`config.mk`:
```
export PLATFORM = sky130hd
export DESIGN_NAME = sampler_voice_allocator_top
export DESIGN_NICKNAME = d
export VERILOG_FILES = /design/src/rtl/core/sva_pkg.sv /design/src/rtl/core/sampler_voice_allocator_top.sv
export SDC_FILE = /design/constraint.sdc
export NUM_CORES = 1
export LEC_CHECK = 0
export ABC_AREA = 1
export BUFFER_PORTS_ARGS = -buffer_cell sky130_fd_sc_hd__buf_2
export CAP_MARGIN = 20
export CORE_MARGIN = 2
export CORE_UTILIZATION = 40
export DETAILED_ROUTE_END_ITERATION = 6
export PLACE_DENSITY_LB_ADDON = 0.25
export SLEW_MARGIN = 40
export SYNTH_ARGS = -nofsm -noshare
export SYNTH_HDL_FRONTEND = slang
export SYNTH_SLANG_ARGS = --single-unit
export TNS_END_PERCENT = 50
```
`constraint.sdc`:
```
create_clock -name clk -period 9.3 [get_ports clk]
set_input_delay 2.325 -clock clk [delete_from_list [all_inputs] [get_ports clk]]
set_output_delay 2.325 -clock clk [all_outputs]
set_load 0.01 [all_outputs]
```
`src/rtl/core/sva_pkg.sv`:
```
package sva_pkg;

    // Default sizing of the voice table.
    localparam int VOICES_DEFAULT        = 8;
    localparam int POSITION_BITS_DEFAULT = 24;

    // Fixed field widths of the stream words.
    localparam int SAMPLE_ID_BITS   = 16;
    localparam int LENGTH_BITS      = 24;
    localparam int GAIN_BITS        = 16;
    localparam int AGE_BITS         = 32;
    localparam int OUT_INDEX_BITS   = 3;
    localparam int OUT_POS_BITS     = 24;

    // Input word: sample_ref, sample_valid, frame_count, gain_left, gain_right.
    localparam int IN_FIELD_BITS  = SAMPLE_ID_BITS + 1 + LENGTH_BITS + 2 * GAIN_BITS;
    localparam int IN_DATA_BITS   = ((IN_FIELD_BITS + 7) / 8) * 8;

    // Output word: voice_slot, stolen, voice_sample, frame_position, gains.
    localparam int OUT_FIELD_BITS = OUT_INDEX_BITS + 1 + SAMPLE_ID_BITS + OUT_POS_BITS
                                    + 2 * GAIN_BITS;
    localparam int OUT_DATA_BITS  = ((OUT_FIELD_BITS + 7) / 8) * 8;

    localparam int KIND_BITS = 2;

    typedef enum logic [KIND_BITS-1:0] {
        KIND_ACCEPTED = 2'd0,
        KIND_REJECTED = 2'd1,
        KIND_VOICE    = 2'd2,
        KIND_SILENT   = 2'd3
    } kind_t;

    // Command carried in the input tuser bit.
    localparam logic CMD_TRIGGER = 1'b0;
    localparam logic CMD_TICK    = 1'b1;

endpackage

```
`src/rtl/core/sampler_voice_allocator_top.sv`:
```
// Sampler voice allocator. The block holds a table of VOICES sampler voices and
// takes two kinds of input word, selected by s_axis_tuser. A trigger (tuser 0)
// with a valid sample of nonzero length claims the lowest free voice, or, when
// every voice is busy, steals the voice with the smallest age stamp (lowest
// index on a tie); it answers with one accepted word, or one rejected word with
// all other fields zero. A frame tick (tuser 1) answers with one word per active
// voice in index order, giving the frame position to fetch, then advances that
// position and loops it to zero at the sample length; with no active voice it
// answers with one silent word. The final word caused by an input carries tlast.
// Sequencing: the block works on one input word at a time and is not ready while
// it does so. A single shared magnitude comparator, driven by a small sequencer,
// does all age and position comparisons, one voice at a time. A rejected trigger
// is accepted and then answered; an accepted trigger scans the voices from index
// 0 up to the first free one, or the whole table, and then writes its voice. A
// frame tick passes idle voices and, for each active voice, reads and compares,
// emits and writes back; voices above the last active one are skipped. With no
// active voice it walks the whole table and then emits the silent word. A stall
// on the output side holds the sequencer in the state that emits the word.
// The result register is separate from the sequencer, so a finished word may wait
// for the downstream side while the next input word is taken. No clearing pass is
// needed after reset: the voice table is left as is; the active bits are reset.
module sampler_voice_allocator_top #(
    parameter int VOICES        = sva_pkg::VOICES_DEFAULT,
    parameter int POSITION_BITS = sva_pkg::POSITION_BITS_DEFAULT
) (
    input  logic                               clk,
    input  logic                               rst_n,
    // Input word, tdata from bit 0 up: sample_ref[15:0], sample_valid,
    // frame_count[23:0], gain_left[15:0], gain_right[15:0], zero padding.
    input  logic                               s_axis_tvalid,
    output logic                               s_axis_tready,
    input  logic [sva_pkg::IN_DATA_BITS-1:0]   s_axis_tdata,
    // Input tuser: cmd (0 trigger, 1 frame tick).
    input  logic                               s_axis_tuser,
    // Output word, tdata from bit 0 up: voice_slot[2:0], stolen,
    // voice_sample[15:0], frame_position[23:0], out_gain_left[15:0],
    // out_gain_right[15:0], zero padding.
    output logic                               m_axis_tvalid,
    input  logic                               m_axis_tready,
    output logic [sva_pkg::OUT_DATA_BITS-1:0]  m_axis_tdata,
    // Output tuser: kind[1:0].
    output logic [sva_pkg::KIND_BITS-1:0]      m_axis_tuser,
    output logic                               m_axis_tlast
);

    import sva_pkg::*;

    localparam int IDX_W = (VOICES > 1) ? $clog2(VOICES) : 1;
    localparam int PB    = POSITION_BITS;
    localparam int CMP_W = (PB > AGE_BITS) ? PB : AGE_BITS;
    localparam logic [IDX_W-1:0] LAST_IDX = IDX_W'(VOICES - 1);

    typedef enum logic [2:0] {
        S_IDLE,
        S_REJECT,
        S_FIND,
        S_WRITE,
        S_TICK_RD,
        S_TICK_EMIT,
        S_TICK_WB,
        S_SILENT
    } state_t;

    // Sequencer and working registers.
    state_t                     state_reg;
    logic [IDX_W-1:0]           idx_reg;
    logic [IDX_W-1:0]           target_reg;
    logic                       stolen_reg;
    logic                       seen_reg;
    logic [AGE_BITS-1:0]        min_reg;
    logic [PB-1:0]              pos_reg;
    logic [AGE_BITS-1:0]        age_reg;
    logic [VOICES-1:0]          active_reg;

    // Latched trigger fields.
    logic [SAMPLE_ID_BITS-1:0]  trig_sample_reg;
    logic [LENGTH_BITS-1:0]     trig_len_reg;
    logic [GAIN_BITS-1:0]       trig_gl_reg;
    logic [GAIN_BITS-1:0]       trig_gr_reg;

    // Voice table; every entry is read only at the sequencer's index.
    logic [SAMPLE_ID_BITS-1:0]  smp_tab [VOICES];
    logic [PB-1:0]              pos_tab [VOICES];
    logic [LENGTH_BITS-1:0]     len_tab [VOICES];
    logic [GAIN_BITS-1:0]       gl_tab  [VOICES];
    logic [GAIN_BITS-1:0]       gr_tab  [VOICES];
    logic [AGE_BITS-1:0]        age_tab [VOICES];

    // Result register.
    logic                       out_valid_reg;
    kind_t                      out_kind_reg;
    logic [OUT_INDEX_BITS-1:0]  out_idx_reg;
    logic                       out_stolen_reg;
    logic [SAMPLE_ID_BITS-1:0]  out_sample_reg;
    logic [OUT_POS_BITS-1:0]    out_pos_reg;
    logic [GAIN_BITS-1:0]       out_gl_reg;
    logic [GAIN_BITS-1:0]       out_gr_reg;
    logic                       out_last_reg;

    // Input field unpacking.
    logic                       in_cmd;
    logic [SAMPLE_ID_BITS-1:0]  in_sample;
    logic                       in_sample_valid;
    logic [LENGTH_BITS-1:0]     in_len;
    logic [GAIN_BITS-1:0]       in_gl;
    logic [GAIN_BITS-1:0]       in_gr;

    assign in_cmd          = s_axis_tuser;
    assign in_sample       = s_axis_tdata[15:0];
    assign in_sample_valid = s_axis_tdata[16];
    assign in_len          = s_axis_tdata[40:17];
    assign in_gl           = s_axis_tdata[56:41];
    assign in_gr           = s_axis_tdata[72:57];

    logic in_accept;
    logic out_free;
    logic out_load;
    logic idx_last;

    assign s_axis_tready = (state_reg == S_IDLE);
    assign in_accept     = s_axis_tvalid && s_axis_tready;
    assign out_free      = !out_valid_reg || m_axis_tready;
    assign idx_last      = (idx_reg == LAST_IDX);

    // A new result word is loaded in this cycle.
    assign out_load = out_free
                      && (state_reg inside {S_REJECT, S_WRITE, S_TICK_EMIT, S_SILENT});

    // The shared comparator. Ages are compared during the free-voice scan and
    // positions against lengths during a frame tick.
    logic [CMP_W-1:0] cmp_a;
    logic [CMP_W-1:0] cmp_b;
    logic             cmp_lt;

    always_comb
    begin
        case (state_reg)
            S_FIND:
            begin
                cmp_a = CMP_W'(age_tab[idx_reg]);
                cmp_b = CMP_W'(min_reg);
            end
            S_TICK_RD:
            begin
                cmp_a = CMP_W'(pos_tab[idx_reg]);
                cmp_b = CMP_W'(len_tab[idx_reg]);
            end
            S_TICK_WB:
            begin
                cmp_a = CMP_W'(pos_reg);
                cmp_b = CMP_W'(len_tab[idx_reg]);
            end
            default:
            begin
                cmp_a = '0;
                cmp_b = '0;
            end
        endcase
    end

    assign cmp_lt = (cmp_a < cmp_b);

    // Whether any voice above the current index is active decides tlast.
    logic later_active;

    always_comb
    begin
        later_active = 1'b0;
        for (int i = 0; i < VOICES; i++)
        begin
            if ((i > int'(idx_reg)) && active_reg[i])
            begin
                later_active = 1'b1;
            end
        end
    end

    // Width adaption of the index and position to the result fields.
    logic [IDX_W+OUT_INDEX_BITS-1:0] idx_wide;
    logic [IDX_W+OUT_INDEX_BITS-1:0] target_wide;
    logic [PB+OUT_POS_BITS-1:0]      pos_wide;

    assign idx_wide    = {{OUT_INDEX_BITS{1'b0}}, idx_reg};
    assign target_wide = {{OUT_INDEX_BITS{1'b0}}, target_reg};
    assign pos_wide    = {{OUT_POS_BITS{1'b0}}, pos_reg};

    logic [AGE_BITS-1:0] age_inc;

    assign age_inc = age_reg + AGE_BITS'(1);

    logic wr_trigger;
    logic wr_position;

    assign wr_trigger  = (state_reg == S_WRITE) && out_free;
    assign wr_position = (state_reg == S_TICK_WB);

    always_ff @(posedge clk or negedge rst_n)
    begin
        if (!rst_n)
        begin
            state_reg       <= S_IDLE;
            idx_reg         <= '0;
            target_reg      <= '0;
            stolen_reg      <= 1'b0;
            seen_reg        <= 1'b0;
            min_reg         <= '0;
            pos_reg         <= '0;
            age_reg         <= AGE_BITS'(1);
            active_reg      <= '0;
            trig_sample_reg <= '0;
            trig_len_reg    <= '0;
            trig_gl_reg     <= '0;
            trig_gr_reg     <= '0;
            out_valid_reg   <= 1'b0;
            out_kind_reg    <= KIND_ACCEPTED;
            out_idx_reg     <= '0;
            out_stolen_reg  <= 1'b0;
            out_sample_reg  <= '0;
            out_pos_reg     <= '0;
            out_gl_reg      <= '0;
            out_gr_reg      <= '0;
            out_last_reg    <= 1'b0;
        end
        else
        begin
            if (out_valid_reg && m_axis_tready && !out_load)
            begin
                out_valid_reg <= 1'b0;
            end

            case (state_reg)
                S_IDLE:
                begin
                    if (in_accept)
                    begin
                        idx_reg         <= '0;
                        seen_reg        <= 1'b0;
                        trig_sample_reg <= in_sample;
                        trig_len_reg    <= in_len;
                        trig_gl_reg     <= in_gl;
                        trig_gr_reg     <= in_gr;
                        if (in_cmd == CMD_TICK)
                        begin
                            state_reg <= S_TICK_RD;
                        end
                        else if (!in_sample_valid || (in_len == '0))
                        begin
                            state_reg <= S_REJECT;
                        end
                        else
                        begin
                            state_reg <= S_FIND;
                        end
                    end
                end

                S_REJECT:
                begin
                    if (out_free)
                    begin
                        out_valid_reg  <= 1'b1;
                        out_kind_reg   <= KIND_REJECTED;
                        out_idx_reg    <= '0;
                        out_stolen_reg <= 1'b0;
                        out_sample_reg <= '0;
                        out_pos_reg    <= '0;
                        out_gl_reg     <= '0;
                        out_gr_reg     <= '0;
                        out_last_reg   <= 1'b1;
                        state_reg      <= S_IDLE;
                    end
                end

                S_FIND:
                begin
                    // The first free voice wins outright; otherwise keep the
                    // strictly smallest stamp so that ties go to the lower index.
                    if (!active_reg[idx_reg])
                    begin
                        target_reg <= idx_reg;
                        stolen_reg <= 1'b0;
                        state_reg  <= S_WRITE;
                    end
                    else
                    begin
                        if ((idx_reg == '0) || cmp_lt)
                        begin
                            min_reg    <= age_tab[idx_reg];
                            target_reg <= idx_reg;
                        end
                        if (idx_last)
                        begin
                            stolen_reg <= 1'b1;
                            state_reg  <= S_WRITE;
                        end
                        else
                        begin
                            idx_reg <= idx_reg + IDX_W'(1);
                        end
                    end
                end

                S_WRITE:
                begin
                    if (out_free)
                    begin
                        active_reg[target_reg] <= 1'b1;
                        age_reg        <= (age_inc == '0) ? AGE_BITS'(1) : age_inc;
                        out_valid_reg  <= 1'b1;
                        out_kind_reg   <= KIND_ACCEPTED;
                        out_idx_reg    <= target_wide[OUT_INDEX_BITS-1:0];
                        out_stolen_reg <= stolen_reg;
                        out_sample_reg <= trig_sample_reg;
                        out_pos_reg    <= '0;
                        out_gl_reg     <= trig_gl_reg;
                        out_gr_reg     <= trig_gr_reg;
                        out_last_reg   <= 1'b1;
                        state_reg      <= S_IDLE;
                    end
                end

                S_TICK_RD:
                begin
                    if (active_reg[idx_reg])
                    begin
                        // A stored position at or beyond the length restarts at 0.
                        pos_reg   <= cmp_lt ? pos_tab[idx_reg] : '0;
                        seen_reg  <= 1'b1;
                        state_reg <= S_TICK_EMIT;
                    end
                    else if (idx_last)
                    begin
                        state_reg <= seen_reg ? S_IDLE : S_SILENT;
                    end
                    else
                    begin
                        idx_reg <= idx_reg + IDX_W'(1);
                    end
                end

                S_TICK_EMIT:
                begin
                    if (out_free)
                    begin
                        out_valid_reg  <= 1'b1;
                        out_kind_reg   <= KIND_VOICE;
                        out_idx_reg    <= idx_wide[OUT_INDEX_BITS-1:0];
                        out_stolen_reg <= 1'b0;
                        out_sample_reg <= smp_tab[idx_reg];
                        out_pos_reg    <= pos_wide[OUT_POS_BITS-1:0];
                        out_gl_reg     <= gl_tab[idx_reg];
                        out_gr_reg     <= gr_tab[idx_reg];
                        out_last_reg   <= !later_active;
                        pos_reg        <= pos_reg + PB'(1);
                        state_reg      <= S_TICK_WB;
                    end
                end

                S_TICK_WB:
                begin
                    if (idx_last || !later_active)
                    begin
                        state_reg <= S_IDLE;
                    end
                    else
                    begin
                        idx_reg   <= idx_reg + IDX_W'(1);
                        state_reg <= S_TICK_RD;
                    end
                end

                S_SILENT:
                begin
                    if (out_free)
                    begin
                        out_valid_reg  <= 1'b1;
                        out_kind_reg   <= KIND_SILENT;
                        out_idx_reg    <= '0;
                        out_stolen_reg <= 1'b0;
                        out_sample_reg <= '0;
                        out_pos_reg    <= '0;
                        out_gl_reg     <= '0;
                        out_gr_reg     <= '0;
                        out_last_reg   <= 1'b1;
                        state_reg      <= S_IDLE;
                    end
                end

                default:
                begin
                    state_reg <= S_IDLE;
                end
            endcase
        end
    end

    // Voice table contents; only meaningful while the entry is active.
    always_ff @(posedge clk)
    begin
        if (wr_trigger)
        begin
            smp_tab[target_reg] <= trig_sample_reg;
            pos_tab[target_reg] <= '0;
            len_tab[target_reg] <= trig_len_reg;
            gl_tab[target_reg]  <= trig_gl_reg;
            gr_tab[target_reg]  <= trig_gr_reg;
            age_tab[target_reg] <= age_reg;
        end
        else if (wr_position)
        begin
            pos_tab[idx_reg] <= cmp_lt ? pos_reg : '0;
        end
    end

    assign m_axis_tvalid = out_valid_reg;
    assign m_axis_tuser  = out_kind_reg;
    assign m_axis_tlast  = out_last_reg;
    assign m_axis_tdata  = {{(OUT_DATA_BITS - OUT_FIELD_BITS){1'b0}},
                            out_gr_reg, out_gl_reg, out_pos_reg, out_sample_reg,
                            out_stolen_reg, out_idx_reg};

    // The age counter skips zero, so a stamp is never zero.
    a_age_nonzero: assert property (@(posedge clk) disable iff (!rst_n)
        age_reg != '0)
        else $error("age counter reached zero");

    // Trigger and silent words always close their input word.
    a_single_last: assert property (@(posedge clk) disable iff (!rst_n)
        (out_valid_reg && (out_kind_reg != KIND_VOICE)) |-> out_last_reg)
        else $error("single result word without tlast");

    // Only an accepted trigger can report a stolen voice.
    a_stolen_kind: assert property (@(posedge clk) disable iff (!rst_n)
        (out_valid_reg && out_stolen_reg) |-> (out_kind_reg == KIND_ACCEPTED))
        else $error("stolen flag on a word that is not an accepted trigger");

    // A stolen voice is only taken when the whole table is busy.
    a_steal_full: assert property (@(posedge clk) disable iff (!rst_n)
        (wr_trigger && stolen_reg) |-> (&active_reg))
        else $error("voice stolen while a free voice existed");

    // Once a word is taken, the sequencer is busy in the following cycle.
    a_busy_after_accept: assert property (@(posedge clk) disable iff (!rst_n)
        in_accept |=> !s_axis_tready)
        else $error("ready stayed high after an input word");

endmodule
```
# Word-level counts from Yosys, hierarchy flattened

Memory sizes are Yosys's and may differ from the RTL's.
Index checks and enable logic that the tools add are counted.

Equal/unequal tests: 24
Reductions and logical operators: 51
Bitwise operators: 1
Add/subtract/negate cells: 3
Magnitude comparators: 11
Mux-type cells: 82

Operator list:

| kind                    | count |
|---|---|
| $mux W24                | 7 |
| $pmux W16 S3            | 3 |
| $mux W16                | 7 |
| $pmux W24 S2            | 2 |
| $pmux W32 S3            | 1 |
| $pmux W32 S2            | 1 |
| $mux W3                 | 20 |
| $add A32 B1 Y32 const B | 1 |
| $logic_not A32 Y1       | 1 |
| $lt A32 B32 Y1          | 1 |
| $mux W32                | 1 |
| $mux W1                 | 26 |
| $add A24 B1 Y24 const B | 1 |
| $logic_not A24 Y1       | 1 |
| $reduce_or A24 Y1       | 1 |
| $ne A2 B2 Y1 const B    | 10 |
| $pmux W3 S6             | 1 |
| $eq A3 B3 Y1 const B    | 5 |
| $reduce_and A3 Y1       | 5 |
| $reduce_and A5 Y1       | 3 |
| $logic_and A1 B1 Y1     | 13 |
| $gt A3 B3 Y1 const A    | 4 |
| $pmux W3 S4             | 1 |
| $mux W2                 | 5 |
| 26 further kinds        | 51 |

Output and inout port bits: 85
Input bits: 85
Memories kept: 6
Register bits: 259
Bits in writable memories: 1024
Logic and storage cells: 200

Memory list:

| name    | depth | width | read ports | clocked after memory_dff | wr ports | line                              | text |
|---|---|---|---|---|---|---|---|
| age_tab | 8     | 32    | 1          | 0                        | 1        | sampler_voice_allocator_top.sv:87 | `logic [AGE_BITS-1:0] age_tab [VOICES];` |
| len_tab | 8     | 24    | 1          | 0                        | 1        | sampler_voice_allocator_top.sv:84 | `logic [LENGTH_BITS-1:0] len_tab [VOICES];` |
| pos_tab | 8     | 24    | 1          | 0                        | 1        | sampler_voice_allocator_top.sv:83 | `logic [PB-1:0] pos_tab [VOICES];` |
| gl_tab  | 8     | 16    | 1          | 0                        | 1        | sampler_voice_allocator_top.sv:85 | `logic [GAIN_BITS-1:0] gl_tab [VOICES];` |
| gr_tab  | 8     | 16    | 1          | 0                        | 1        | sampler_voice_allocator_top.sv:86 | `logic [GAIN_BITS-1:0] gr_tab [VOICES];` |
| smp_tab | 8     | 16    | 1          | 0                        | 1        | sampler_voice_allocator_top.sv:82 | `logic [SAMPLE_ID_BITS-1:0] smp_tab [VOICES];` |

# Logic depth before layout (Yosys ltp)

Depth after elaboration: 13
Mapped depth: 29
Mapped depth without buffers: 24

# Least setup slack after synthesis

Ideal clock, no wire load.

Path kind: input to register
Start point: in m_axis_tready
End point: reg active_reg[0]
Data required time: 9208 ps
Buffers on the path: 0
Stages: 8
Setup time: 92 ps
Data arrival time: 8271 ps
Setup slack: 937 ps
Cells stage by stage: nor2_1 nor2_2 clkinv_1 nor2_1 nand2_1 or2_2 nor2_1 or2_2

Cells in the longest elaborated chain, start to end: 2

Ends and longest elaborated chain:

| item                               | line                               | text |
|---|---|---|
| start, declared                    | sampler_voice_allocator_top.sv:39  | `input logic m_axis_tready,` |
| $logic_or A1 B1 Y1                 | sampler_voice_allocator_top.sv:122 | `assign out_free = !out_valid_reg \|\| m_axis_tready;` |
| $reduce_and A2 Y1 (no source line) | --                                 |  |
| end signal, assigned               | sampler_voice_allocator_top.sv:209 | `active_reg <= '0;` |
| end signal, assigned by index      | sampler_voice_allocator_top.sv:307 | `active_reg[target_reg] <= 1'b1;` |
| end, declared                      | sampler_voice_allocator_top.sv:73  | `logic [VOICES-1:0] active_reg;` |

Every way passes these cells.
A chain may end at the register's enable or synchronous reset.

# Final worst setup path

Start point: reg idx_reg[1]
End point: reg min_reg[15] (read register of age_tab)

Cells in the longest elaborated chain, start to end: 5
Elaborated cells on any way between the ends: 11
Classes of those cells: order compare: 1; mux: 4; reduce/logical: 3; memory: 3

Ends and longest elaborated chain:

| item                                                | line                               | text |
|---|---|---|
| start, declared                                     | sampler_voice_allocator_top.sv:66  | `logic [IDX_W-1:0] idx_reg;` |
| start signal, assigned                              | sampler_voice_allocator_top.sv:298 | `idx_reg <= idx_reg + IDX_W'(1);` |
| start signal, assigned                              | sampler_voice_allocator_top.sv:337 | `idx_reg <= idx_reg + IDX_W'(1);` |
| start signal, assigned                              | sampler_voice_allocator_top.sv:367 | `idx_reg <= idx_reg + IDX_W'(1);` |
| $mem_v2 Z8 W24, or another cell as far along        | --                                 |  |
| $pmux W32 S3 / $pmux W32 S2 (equally long branches) | sampler_voice_allocator_top.sv:137 | `case (state_reg)` |
| $lt A32 B32 Y1                                      | sampler_voice_allocator_top.sv:161 | `assign cmp_lt = (cmp_a < cmp_b);` |
| $logic_or A1 B1 Y1                                  | sampler_voice_allocator_top.sv:286 | `if ((idx_reg == '0) \|\| cmp_lt)` |
| $reduce_and A3 Y1 (no source line)                  | --                                 |  |
| end, declared                                       | sampler_voice_allocator_top.sv:70  | `logic [AGE_BITS-1:0] min_reg;` |

Parallel ways exist; a longest one is shown, timed or not. The select of a mux whose other input is x is not followed.

==> results.txt <==
H-tree Lvls: 4
Die Height: 365 µm
Tot GR Track Use: 20.4%
Max Fclk: 153 MHz
Initial antenna violation count: 2
Fin. max-slew vios: 0
First-pass GRT wire length: 205 mm
Layout cells sized above 1: 11.9%
Final setup skew: 0.0281 ns
Dpl ws: 3.01 ns
Largest net degree at the start of global routing: 189
Remaining DRCs: 0
Clk Latency, worst-skew pair: 0.78 ns
Post-synth ARST share: 20.2%
Area grow syn2layout: 13.8%
R2R cell count: 20
Synthesized area: 52200 µm²
Drt pass-1 iters: 5
Post-CTS Resized: 0
IO Port Bufs: 158
CP Capture Type: flip-flop
Hold WS: 0.473 ns
Filler cells: 11727
Sequential share of the synthesized area: 71.4%
Largest registers: age_tab (256), len_tab (192), pos_tab (192)
Grt peak-use layer: met2
Top-count cell post-synth: edfxtp_1
CTS buffer count: 136
DP Wirelength: 74.7 mm
Worst Tran Pin Value: 0.878 ns
Post-route ant nets: 0
Die ar.: 133000 µm²
Worst setup margin: 2.76 ns
Unrepaired setup endpoints after global routing: no
Clock transition at path regs: 0.06 ns
Core area: 129000 µm²
CTS sink count: 1283
WL per Instance: 21.7 µm
HP Class: reg2reg
Global routing usage on met2: 31.3%
Maximum clock path buffer count: 3
FP Rows: 132
Root buffer cell: clkbuf_16
Synth cell types: 55
IO Count: 170
Vias: 33997
Prevailing post-synth register cell: edfxtp_1
Relative slew slack: 41.4%
Number of synthesized flops with an enable pin: 1024
Fin util: 45.9%
Total power: 18700 µW
Setup TNS: 0 ns
Yosys warns: 0
Worst EP required: 9.96 ns
Starting Density: 40.3%
Final RePlAce weighted congestion: 0.849
Detailed Route WL: 136 mm
Max reg flops: 256
Final Hold Vio Count: 0
Final min period: 6.54 ns
Path type of the worst setup path: reg2reg
Post-synthesis cell count: 4323
Yosys top cell by area: edfxtp_1
Final setup fails: 0
Pleak: 0.0217 µW
Starting DRC count in detailed routing: 3148
Post-CTS Setup Repair Bufs: 0
Tcrit/Tclk final: 70.4%
Global routing usage on met1: 29.4%
Cts hold-fix bufs: 0
Max-Cap Viols: 0
Routed vias/inst: 5.42
Met3 GRT Util: 3.78%
Die Wd: 365 µm
Number of global-route vias before repair: 32473
Peak VDD IR: 0.219 mV
Top post-synthesis cells by count: edfxtp_1, nor2_1, o21ai_0
Worst Setup Start Kind: flip-flop
Crit-path max FO: 44
P per Cell Area: 314 nW/µm²
Fin nets: 4538
Largest cells by area after synthesis: edfxtp_1, dfrtp_1, o21ai_0
Biggest register: age_tab
Status: finished, final reports clean
Syn Area/Cell: 12.1 µm²
CTS tree: done
Grt total ovfl: 0
Register bit total from synthesis: 1283
Hold Crit Depth: 1
Top cell type's share of synthesized area: 58.9%
Worst EP arrival: 7.20 ns
worst max-delay path, cell delays in order, from the launching register on:
cell and delay (ns):
dfrtp_4 0.89, nand2_2 0.42, inv_4 0.45, buf_4 0.45, o21ai_0 0.15, o221ai_1 0.55
nand2_1 0.13, o221ai_1 0.11, ha_1 0.28, nand2_1 0.09, inv_1 0.04, nand4_1 0.09
a21oi_1 0.18, or4_1 0.44, a21oi_1 0.54, nand2_4 0.46, nand2_4 0.51, nand3_2 0.10
buf_4 0.30, nand2_1 0.11, nand2_1 0.06
cell families (layout without fill, tap and decap cells):
logic type	Yosys count	count (layout)	synth area share [%]
buffers and inverters	418	622	3.17
adder cells (fa/ha/maj)	36	36	0.863
other	1	5	0.00719
flip-flops	1283	1283	71.4
XOR/XNOR	34	34	0.571
multiplexers	56	56	1.21
AO/OA/AOI/OAI	1071	1071	11.9
AND/OR/NAND/NOR	1424	1424	10.9
area by class of cell:
type | count | area [µm²] | share of cell area, %
Antenna cell | 1 | 2.50 | 0.00421
Clock buffer | 195 | 3800 | 6.39
Clock inverter | 56 | 558 | 0.940
Inverter | 141 | 556 | 0.935
Multi-Input combinational cell | 2625 | 13400 | 22.6
Sequential cell | 1283 | 37200 | 62.7
Tap cell | 1742 | 2180 | 3.67
Timing Repair Buffer | 230 | 1610 | 2.71
layout by cell type (no fill, tap or decap), types with 11 or more instances in the layout:
cell type	synthesis	layout
a21oi_1	87	87
a22oi_1	72	72
buf_12	0	13
buf_2	22	157
buf_4	13	50
clkbuf_1	218	44
clkbuf_16	0	138
clkbuf_8	0	13
clkinv_1	4	16
clkinv_2	0	16
dfrtp_1	258	255
edfxtp_1	1024	1024
ha_1	36	36
inv_1	129	128
mux2_2	56	56
nand2_1	522	519
nand3_1	44	44
nand4_1	49	49
nor2_1	733	716
nor2_2	3	11
nor3_1	46	41
o21ai_0	641	641
o221ai_1	116	116
o22ai_1	122	122
xor2_1	28	28
layer usage:
metal	wire length (µm)	vias to the layer above
met1	62300	17017
met3	8170	201
met5	8	-
met4	3610	2
li1	-	15824
met2	62100	953
power by group:
group	switching (µW)	internal [µW]
clock network	2260	3010
logic	3740	1590
registers	797	7270
total	6800	11900
final timing paths:
check	startpoint	endpoint	slack [ns]
setup / recovery	idx_reg[1]	min_reg[15]	2.76
hold / removal	active_reg[0]	active_reg[0]	0.47
min in group asynchronous	rst_n	trig_gl_reg[15]	1.51
hold reg to reg	active_reg[0]	active_reg[0]	0.47
max in group asynchronous	rst_n	out_pos_reg[3]	6.46
setup reg to reg	idx_reg[1]	min_reg[15]	2.76
metrics by stage:
step	area, µm²	cells
after floorplan	52200	4326
after global placement	54800	6014
after detailed placement	55000	6019
after CTS	59300	6270
after global routing	59400	6272
final	59400	6273
Note: power is estimated with default switching activity, not from simulation.
